`src/rtl/core/ftrm_pkg.sv`:
```
`timescale 1ns / 1ps

package ftrm_pkg;

	localparam int CNT_W  = 8;
	localparam int TIME_W = 64;
	localparam int WIN_W  = 32;
	localparam int RPM_W  = 20;
	localparam int NUM_W  = 44;
	localparam int STEP_W = 6;
	localparam int ADDR_W = 3;
	localparam int DATA_W = 32;

	localparam logic [35:0]      NS_PER_MINUTE = 36'd60000000000;
	localparam logic [RPM_W-1:0] RPM_MAX       = {RPM_W{1'b1}};

	localparam logic [CNT_W-1:0] EDGE_LIMIT_RST = 8'd17;
	localparam logic [WIN_W-1:0] WINDOW_RST     = 32'd500000000;

	localparam logic REG_EDGE_LIMIT = 1'b0;
	localparam logic REG_WINDOW     = 1'b1;

	localparam logic OP_START  = 1'b0;
	localparam logic OP_SAMPLE = 1'b1;

	typedef enum logic [3:0] {
		ST_IDLE,
		ST_SUB,
		ST_CHK,
		ST_REV,
		ST_MUL,
		ST_QUO,
		ST_QUOW,
		ST_FIN
	} state_t;

	typedef struct packed {
		logic              start;
		logic [STEP_W-1:0] steps;
	} div_req_t;

endpackage

```
`src/rtl/core/ftrm_ifs.sv`:
```
`timescale 1ns / 1ps

interface ftrm_samp_if;
	logic        valid;
	logic        ready;
	logic        op;
	logic        sense_level;
	logic [63:0] time_ns;

	modport source (output valid, output op, output sense_level, output time_ns, input ready);
	modport sink (input valid, input op, input sense_level, input time_ns, output ready);
endinterface

interface ftrm_res_if;
	logic        valid;
	logic        ready;
	logic [19:0] rpm;
	logic [7:0]  edge_count;
	logic        timed_out;

	modport source (output valid, output rpm, output edge_count, output timed_out, input ready);
	modport sink (input valid, input rpm, input edge_count, input timed_out, output ready);
endinterface

```
`src/rtl/core/ftrm_regs.sv`:
```
`timescale 1ns / 1ps

module ftrm_regs
	import ftrm_pkg::*;
(
	input  logic              clk,
	input  logic              arst_n,
	input  logic              psel,
	input  logic              penable,
	input  logic              pwrite,
	input  logic [ADDR_W-1:0] paddr,
	input  logic [DATA_W-1:0] pwdata,
	output logic [DATA_W-1:0] prdata,
	output logic              pready,
	output logic [CNT_W-1:0]  edge_limit,
	output logic [WIN_W-1:0]  window_ns
);

	logic [CNT_W-1:0] edge_limit_q;
	logic [WIN_W-1:0] window_q;
	logic             wr_en;

	assign pready = 1'b1;
	assign wr_en  = psel && penable && pwrite;

	always_ff @(posedge clk or negedge arst_n) begin
		if (!arst_n) begin
			edge_limit_q <= EDGE_LIMIT_RST;
			window_q     <= WINDOW_RST;
		end else if (wr_en) begin
			unique case (paddr[2])
				REG_EDGE_LIMIT: edge_limit_q <= pwdata[CNT_W-1:0];
				REG_WINDOW:     window_q     <= pwdata[WIN_W-1:0];
				default:        ;
			endcase
		end
	end

	always_comb begin
		unique case (paddr[2])
			REG_EDGE_LIMIT: prdata = {{(DATA_W-CNT_W){1'b0}}, edge_limit_q};
			REG_WINDOW:     prdata = window_q;
			default:        prdata = '0;
		endcase
	end

	assign edge_limit = edge_limit_q;
	assign window_ns  = window_q;

endmodule

```
`src/rtl/core/ftrm_div.sv`:
```
`timescale 1ns / 1ps

module ftrm_div
	import ftrm_pkg::*;
(
	input  logic              clk,
	input  logic              arst_n,
	input  div_req_t          req,
	input  logic [NUM_W-1:0]  dividend,
	input  logic [TIME_W-1:0] divisor,
	output logic [NUM_W-1:0]  quotient,
	output logic              busy,
	output logic              done
);

	logic [TIME_W:0]     rem_q;
	logic [NUM_W-1:0]    dvd_q;
	logic [TIME_W-1:0]   dsr_q;
	logic [NUM_W-1:0]    quo_q;
	logic [STEP_W-1:0]   cnt_q;
	logic                busy_q;
	logic                done_q;
	logic [TIME_W:0]     rem_sh;
	logic [TIME_W:0]     rem_sub;
	logic                take;

	assign rem_sh  = {rem_q[TIME_W-1:0], dvd_q[NUM_W-1]};
	assign rem_sub = rem_sh - {1'b0, dsr_q};
	assign take    = rem_sh >= {1'b0, dsr_q};

	always_ff @(posedge clk or negedge arst_n) begin
		if (!arst_n) begin
			busy_q <= 1'b0;
			done_q <= 1'b0;
			cnt_q  <= '0;
		end else begin
			done_q <= 1'b0;
			if (req.start) begin
				busy_q <= 1'b1;
				cnt_q  <= req.steps;
			end else if (busy_q) begin
				cnt_q <= cnt_q - 1'b1;
				if (cnt_q == STEP_W'(1)) begin
					busy_q <= 1'b0;
					done_q <= 1'b1;
				end
			end
		end
	end

	always_ff @(posedge clk) begin
		if (req.start) begin
			rem_q <= '0;
			dvd_q <= dividend;
			dsr_q <= divisor;
			quo_q <= '0;
		end else if (busy_q) begin
			rem_q <= take ? rem_sub : rem_sh;
			dvd_q <= {dvd_q[NUM_W-2:0], 1'b0};
			quo_q <= {quo_q[NUM_W-2:0], take};
		end
	end

	assign quotient = quo_q;
	assign busy     = busy_q;
	assign done     = done_q;

endmodule

```
`src/rtl/core/fan_tach_rpm_meter.sv`:
```
`timescale 1ns / 1ps

// Fan tachometer speed meter. A start transfer (op 0) opens a measurement and
// a sample transfer (op 1) counts a change of the sense level; the sample on
// which the edge count reaches edge_limit or the elapsed time reaches
// window_ns yields one result with rpm = 60e9 * floor((edges-1)/EDGES_PER_REV)
// / elapsed_ns, saturated at 1048575. A start transfer is taken in the idle
// state alone; a sample passes the elapsed-time and check states, and one that
// ends a measurement also passes a single restoring divider that forms the rpm
// quotient (44 steps, one bit a cycle); the revolution count comes from a
// reciprocal multiply by the constant EDGES_PER_REV. With no edge or zero
// elapsed time the multiply and the divider are skipped. The input is not
// ready while an item is at work; a finished result waits in an output register
// while the next transfer is taken, and a sample that ends a measurement is
// held in its final state for as long as the previous result still waits.
module fan_tach_rpm_meter
	import ftrm_pkg::*;
#(
	parameter int EDGES_PER_REV = 4
) (
	input  logic              clk,
	input  logic              arst_n,
	ftrm_samp_if.sink         samp,
	ftrm_res_if.source        res,
	input  logic              psel,
	input  logic              penable,
	input  logic              pwrite,
	input  logic [ADDR_W-1:0] paddr,
	input  logic [DATA_W-1:0] pwdata,
	output logic [DATA_W-1:0] prdata,
	output logic              pready
);

	localparam int REV_SH = 16;
	localparam logic [REV_SH:0] REV_RECIP =
		(REV_SH+1)'(((1 << REV_SH) + EDGES_PER_REV - 1) / EDGES_PER_REV);

	state_t state_q, state_nx;

	logic [CNT_W-1:0]  edge_limit;
	logic [WIN_W-1:0]  window_ns;

	logic              prev_q;
	logic [CNT_W-1:0]  edges_q;
	logic [TIME_W-1:0] start_q;
	logic              measuring_q;
	logic [TIME_W-1:0] now_q;
	logic [TIME_W-1:0] elapsed_q;
	logic              zero_q;
	logic              tout_q;
	logic [CNT_W-1:0]  revs_q;
	logic [NUM_W-1:0]  num_q;

	logic              res_valid_q;
	logic [RPM_W-1:0]  rpm_q;
	logic [CNT_W-1:0]  cnt_out_q;
	logic              tout_out_q;

	logic              edge_done;
	logic              time_done;
	logic              accept;
	logic              res_free;

	div_req_t          div_req;
	logic [NUM_W-1:0]  div_dvd;
	logic [TIME_W-1:0] div_dsr;
	logic [NUM_W-1:0]  div_quo;
	logic              div_busy;
	logic              div_done;
	logic [CNT_W-1:0]  edges_dec;
	logic [CNT_W+REV_SH-1:0] rev_prod;
	logic [NUM_W-1:0]  product;
	logic [RPM_W-1:0]  rpm_sat;

	ftrm_regs u_regs (
		.clk        (clk),
		.arst_n     (arst_n),
		.psel       (psel),
		.penable    (penable),
		.pwrite     (pwrite),
		.paddr      (paddr),
		.pwdata     (pwdata),
		.prdata     (prdata),
		.pready     (pready),
		.edge_limit (edge_limit),
		.window_ns  (window_ns)
	);

	ftrm_div u_div (
		.clk      (clk),
		.arst_n   (arst_n),
		.req      (div_req),
		.dividend (div_dvd),
		.divisor  (div_dsr),
		.quotient (div_quo),
		.busy     (div_busy),
		.done     (div_done)
	);

	assign accept    = samp.valid && samp.ready;
	assign edge_done = edges_q >= edge_limit;
	assign time_done = elapsed_q >= {{(TIME_W-WIN_W){1'b0}}, window_ns};
	assign res_free  = !res_valid_q || res.ready;
	assign edges_dec = edges_q - CNT_W'(1);
	assign rev_prod  = (CNT_W+REV_SH)'(edges_dec) * (CNT_W+REV_SH)'(REV_RECIP);
	assign product   = NUM_W'(revs_q) * NUM_W'(NS_PER_MINUTE);
	assign rpm_sat   = (|div_quo[NUM_W-1:RPM_W]) ? RPM_MAX : div_quo[RPM_W-1:0];

	always_comb begin
		state_nx = state_q;
		unique case (state_q)
			ST_IDLE: begin
				if (samp.valid && samp.op == OP_SAMPLE && measuring_q)
					state_nx = ST_SUB;
			end
			ST_SUB:  state_nx = ST_CHK;
			ST_CHK: begin
				if (!edge_done && !time_done)
					state_nx = ST_IDLE;
				else if (edges_q == '0 || elapsed_q == '0)
					state_nx = ST_FIN;
				else
					state_nx = ST_REV;
			end
			ST_REV:  state_nx = ST_MUL;
			ST_MUL:  state_nx = ST_QUO;
			ST_QUO:  state_nx = ST_QUOW;
			ST_QUOW: begin
				if (div_done)
					state_nx = ST_FIN;
			end
			ST_FIN: begin
				if (res_free)
					state_nx = ST_IDLE;
			end
			default: state_nx = ST_IDLE;
		endcase
	end

	always_comb begin
		samp.ready    = 1'b0;
		div_req.start = 1'b0;
		div_req.steps = STEP_W'(NUM_W);
		div_dvd       = num_q;
		div_dsr       = elapsed_q;
		unique case (state_q)
			ST_IDLE: samp.ready = 1'b1;
			ST_QUO:  div_req.start = 1'b1;
			default: ;
		endcase
	end

	always_ff @(posedge clk or negedge arst_n) begin
		if (!arst_n) begin
			state_q     <= ST_IDLE;
			prev_q      <= 1'b0;
			edges_q     <= '0;
			start_q     <= '0;
			measuring_q <= 1'b0;
			res_valid_q <= 1'b0;
		end else begin
			state_q <= state_nx;
			if (accept) begin
				if (samp.op == OP_START) begin
					start_q     <= samp.time_ns;
					prev_q      <= samp.sense_level;
					edges_q     <= '0;
					measuring_q <= 1'b1;
				end else if (measuring_q && samp.sense_level != prev_q) begin
					prev_q <= samp.sense_level;
					if (edges_q != {CNT_W{1'b1}})
						edges_q <= edges_q + 1'b1;
				end
			end
			if (state_q == ST_CHK && (edge_done || time_done))
				measuring_q <= 1'b0;
			if (state_q == ST_FIN && res_free)
				res_valid_q <= 1'b1;
			else if (res.valid && res.ready)
				res_valid_q <= 1'b0;
		end
	end

	always_ff @(posedge clk) begin
		if (accept)
			now_q <= samp.time_ns;
		if (state_q == ST_SUB)
			elapsed_q <= now_q - start_q;
		if (state_q == ST_CHK) begin
			zero_q <= (edges_q == '0) || (elapsed_q == '0);
			tout_q <= !edge_done;
		end
		if (state_q == ST_REV)
			revs_q <= rev_prod[CNT_W+REV_SH-1:REV_SH];
		if (state_q == ST_MUL)
			num_q <= product;
		if (state_q == ST_FIN && res_free) begin
			rpm_q      <= zero_q ? '0 : rpm_sat;
			cnt_out_q  <= edges_q;
			tout_out_q <= tout_q;
		end
	end

	assign res.valid      = res_valid_q;
	assign res.rpm        = rpm_q;
	assign res.edge_count = cnt_out_q;
	assign res.timed_out  = tout_out_q;

	a_fin_closes: assert property (@(posedge clk) disable iff (!arst_n)
		state_q == ST_FIN |-> !measuring_q)
		else $error("result pending while measurement still open");

	a_idle_div_free: assert property (@(posedge clk) disable iff (!arst_n)
		samp.ready |-> !div_busy)
		else $error("input ready while divider busy");

	a_no_edge_rpm: assert property (@(posedge clk) disable iff (!arst_n)
		res.valid && res.edge_count == '0 |-> res.rpm == '0)
		else $error("non-zero rpm with no edge counted");

endmodule
```
`src/flat_wrapper.sv`:
```
// flat-port wrapper written by rule: the top's interface ports become plain ports
module fan_tach_rpm_meter_flat import ftrm_pkg::*;
#(
	parameter int EDGES_PER_REV = 4
)
  (clk, arst_n, psel, penable, pwrite, paddr, pwdata, prdata, pready, samp_valid, samp_op, samp_sense_level, samp_time_ns, samp_ready, res_valid, res_rpm, res_edge_count, res_timed_out, res_ready);
  ftrm_samp_if samp_i ();
  ftrm_res_if res_i ();
  input  logic clk;
  input  logic arst_n;
  input  logic psel;
  input  logic penable;
  input  logic pwrite;
  input  logic [ADDR_W-1:0] paddr;
  input  logic [DATA_W-1:0] pwdata;
  output logic [DATA_W-1:0] prdata;
  output logic pready;
  input wire logic [$bits(samp_i.valid)-1:0] samp_valid;
  input wire logic [$bits(samp_i.op)-1:0] samp_op;
  input wire logic [$bits(samp_i.sense_level)-1:0] samp_sense_level;
  input wire logic [$bits(samp_i.time_ns)-1:0] samp_time_ns;
  output wire logic [$bits(samp_i.ready)-1:0] samp_ready;
  output wire logic [$bits(res_i.valid)-1:0] res_valid;
  output wire logic [$bits(res_i.rpm)-1:0] res_rpm;
  output wire logic [$bits(res_i.edge_count)-1:0] res_edge_count;
  output wire logic [$bits(res_i.timed_out)-1:0] res_timed_out;
  input wire logic [$bits(res_i.ready)-1:0] res_ready;
  assign samp_i.valid = samp_valid;
  assign samp_i.op = samp_op;
  assign samp_i.sense_level = samp_sense_level;
  assign samp_i.time_ns = samp_time_ns;
  assign samp_ready = samp_i.ready;
  assign res_valid = res_i.valid;
  assign res_rpm = res_i.rpm;
  assign res_edge_count = res_i.edge_count;
  assign res_timed_out = res_i.timed_out;
  assign res_i.ready = res_ready;
  fan_tach_rpm_meter #(.EDGES_PER_REV(EDGES_PER_REV)) u_core (.clk(clk), .arst_n(arst_n), .samp(samp_i), .res(res_i), .psel(psel), .penable(penable), .pwrite(pwrite), .paddr(paddr), .pwdata(pwdata), .prdata(prdata), .pready(pready));
endmodule
```
`config.mk`:
```
export PLATFORM = sky130hd
export DESIGN_NAME = fan_tach_rpm_meter_flat
export DESIGN_NICKNAME = d
export VERILOG_FILES = /design/src/rtl/core/ftrm_pkg.sv /design/src/rtl/core/ftrm_ifs.sv /design/src/rtl/core/ftrm_regs.sv /design/src/rtl/core/ftrm_div.sv /design/src/rtl/core/fan_tach_rpm_meter.sv /design/src/flat_wrapper.sv
export SDC_FILE = /design/constraint.sdc
export NUM_CORES = 1
export LEC_CHECK = 0
export ABC_AREA = 1
export BUFFER_PORTS_ARGS = -buffer_cell sky130_fd_sc_hd__buf_2
export CORE_UTILIZATION = 45
export DETAILED_ROUTE_END_ITERATION = 10
export HOLD_SLACK_MARGIN = 0.15
export SYNTH_ARGS = -nofsm -noshare
export SYNTH_HDL_FRONTEND = slang
export SYNTH_SLANG_ARGS = --single-unit
```
`constraint.sdc`:
```
create_clock -name clk -period 4 [get_ports clk]
set_input_delay 0.8 -clock clk [delete_from_list [all_inputs] [get_ports clk]]
set_output_delay 0.8 -clock clk [all_outputs]
set_load 0.05 [all_outputs]
```
==> run_results.csv <==
group,metric,value,unit
outcome,status,"finished clean",
drt,drt-initial-drc-count,1979,
place,io_buffers,168,
timing,fin_hold_ws,0.153,ns
critical_path,critPathKind,"register to register",
critical_path,crit_required,4.39,ns
floorplanning,fp.dieArea,73800,um2
place,routabilityCongestion,1.00,
final_layout,layout_common_cells,"nand2_1, inv_1, nor2_1",
drt,drc,0,
timing,tightestPinTransition,0.982,ns
drt,drt_wl_total,86.7,mm
flow_run,drv_cap,0,
cts,postCtsHoldBufs,0,
final_layout,final_common_cell,"nand2_1",
floorplanning,rows,98,
pwr,max-vdd-ir-drop,0.619,mV
synthesis,syn_nets,4493,
final_layout,synthToLayoutAreaGrowth,12.8,%
timing,finalSetupTns,0,ns
final_layout,drive_above_1_share,9.25,%
final_layout,final_area,36900,um2
cts,clk_pin_slew,0.07,ns
timing,max_freq,262,MHz
drt,vias,27100,
floorplanning,die_h,272,um
timing,finalCriticalPeriod,3.82,ns
timing,maxSlewHeadroom,34.4,%
cts,cts_tree,"yes",
synthesis,synth_top_area_cell,"edfxtp_1",
place,dp.cells,5220,
global_route,antenna_found_initial,1,
synthesis,synthArstFlopShare,23.9,%
synthesis,ys_types,58,
critical_path,crit_arrival,4.21,ns
synthesis,synth_area,32700,um2
synthesis,ys_seq_area_share,43.2,%
critical_path,worstSetupEndpointType,"register",
synthesis,ys.flop_type,"edfxtp_1",
cts,clkSinkCount,527,
timing,slew_viol_final,0,
timing,fin_skew,0.0228,ns
cts,clock-root-buffer,"clkbuf_16",
global_route,grt_pass1_vias,25700,
cts,htree_levels,2,
drt,postRouteAntennaNets,0,
global_route,grt.overflow.total,0,
final_layout,fin_cells,5330,
pwr,power_density,851,nW/um2
final_layout,fin_util,51.5,%
floorplanning,initial_core_util,45.6,%
timing,period_share,95.5,%
cts,clk_latency,0.64,ns
timing,hold_viol,0,
place,dpl_cell_area,34900,um2
pwr,leakage,17.8,nW
cts,clk_path_buf_depth,3,
drt,drtPass1Iterations,6,
floorplanning,core,71700,um2
synthesis,ys_ff_latch,527,
global_route,grt_pass1_wl,136,mm
global_route,grt_max_degree,106,
final_layout,nets,4693,
synthesis,synth_top_area_share,26.9,%
synthesis,syn_inst,4130,
critical_path,start_kind,"register",
synthesis,syn_avg_cell_area,7.93,um2
hold_path,hp-class,"input pin to async pin",
synthesis,synth_area_leaders,"edfxtp_1, nand2_1, ha_1, dfrtp_1, inv_1",
floorplanning,die_w,272,um
floorplanning,num_io_pins,172,
global_route,grtUsageTotal,23.2,%
drt,wl_per_cell,16.3,um
place,dp_hpwl,68.7,mm
drt,viasPerCell,5.08,
cts,cts-buffers-inserted,57,
synthesis,yosysWarnings,0,
synthesis,synth_edf_count,293,
timing,setup_viol,0,
critical_path,cp_max_fo,5,
final_layout,fillers,7025,
==> through the flow <==
step	total power, mW	setup WS [ns]
floorplan	20.6	0.171
global placement	25.4	0.0576
detailed placement	25.5	0.0489
CTS	31.1	0.0478
global route	33.9	-0.0650
finish	31.4	0.179
==> cells in the mapped netlist (all sizes together), types with 27 or more instances <==
master  count
nor2      347
a21oi     263
xor2       69
ha        228
o21ai     228
xnor2      47
clkbuf     50
a22oi      43
nand4      33
or2        27
nand3     184
nor4       34
inv       732
edfxtp    293
nand2    1096
dfxtp     108
nor3       40
dfrtp     111
fa         27
==> report_power, final <==
part	internal, mW	switching (mW)	total, mW
Sequential	8.43	0.875	9.30
Clock	3.20	2.23	5.43
Combinational	6.01	10.7	16.7
==> sequential cells by signal (all words and copies together), names as in the netlist, 20 cells and up <==
register	cells
u_core.res.rpm	20
u_core.u_div.quotient	44
u_core.u_div.dvd_q	33
u_core.u_regs.window_ns	32
u_core.div_dvd	31
u_core.now_q	64
u_core.u_div.rem_q	64
u_core.div_dsr	64
u_core.start_q	64
u_core.u_div.dsr_q	64
==> kinds of logic (layout without fill, tap and decap cells) <==
| group | after synthesis | after routing | synth area share, % |
|---|---|---|---|
| AND/OR/NAND/NOR | 1781 | 1781 | 22.5 |
| buffers and inverters | 806 | 1055 | 9.49 |
| AO/OA/AOI/OAI | 642 | 642 | 11.3 |
| flip-flops | 527 | 527 | 43.2 |
| adder cells (fa/ha/maj) | 255 | 255 | 10.4 |
| XOR/XNOR | 116 | 116 | 3.10 |
| multiplexers | 2 | 2 | 0.0688 |
| other | 1 | 2 | 0.0115 |
==> routing by layer <==
layer	global-route usage (%)	vias up	routed length [um]
li1	-	13800	-
met1	31.4	12500	40100
met2	38.4	595	40000
met3	2.67	159	3460
met4	8.28	0	3100
met5	0	-	0
==> final timing paths <==
check / cells past startpoint / from / slack [ns] / to
worst max-delay path: 16 / u_core.revs_q[2] / 0.18 / u_core.div_dvd[38]
worst min-delay path: 1 / arst_n / 0.15 / u_core.start_q[5]
worst max register to register: 16 / u_core.revs_q[2] / 0.18 / u_core.div_dvd[38]
worst min register to register: 0 / u_core.tout_q / 0.42 / u_core.res.timed_out
max in group asynchronous: 2 / arst_n / 3.04 / u_core.u_regs.window_ns[22]
min in group clk: 1 / samp_time_ns[21] / 0.35 / u_core.now_q[21]
==> what timing repair did <==
| item | CTS | global route |
|---|---|---|
| gates resized for setup | 0 | 19 |
| buffers inserted | 0 | 1 |
| endpoints found under the setup margin | 0 | 11 |
==> final cells by class <==
class | instances | area [um2] | area share [%]
tap | 950 | 1190 | 3.22
clock buffer | 87 | 1620 | 4.39
antenna | 1 | 2.50 | 0.00678
timing repair buffer | 214 | 1270 | 3.43
sequential | 527 | 14100 | 38.3
clock inverter | 21 | 322 | 0.871
inverter | 733 | 2750 | 7.45
multi-input combinational | 2797 | 15600 | 42.4
==> critical path, stage by stage (launching register included) <==
cell	delay, ns
edfxtp_1	0.42
buf_4	0.16
buf_4	0.15
ha_1	0.37
inv_1	0.08
fa_1	0.48
fa_1	0.54
inv_1	0.04
ha_1	0.33
nand2_1	0.07
nor2_1	0.13
inv_1	0.10
nor3_2	0.18
nand3_1	0.11
nand4_1	0.18
a21oi_1	0.11
xnor2_1	0.14
No activity file was read; power rests on OpenSTA's default activity.
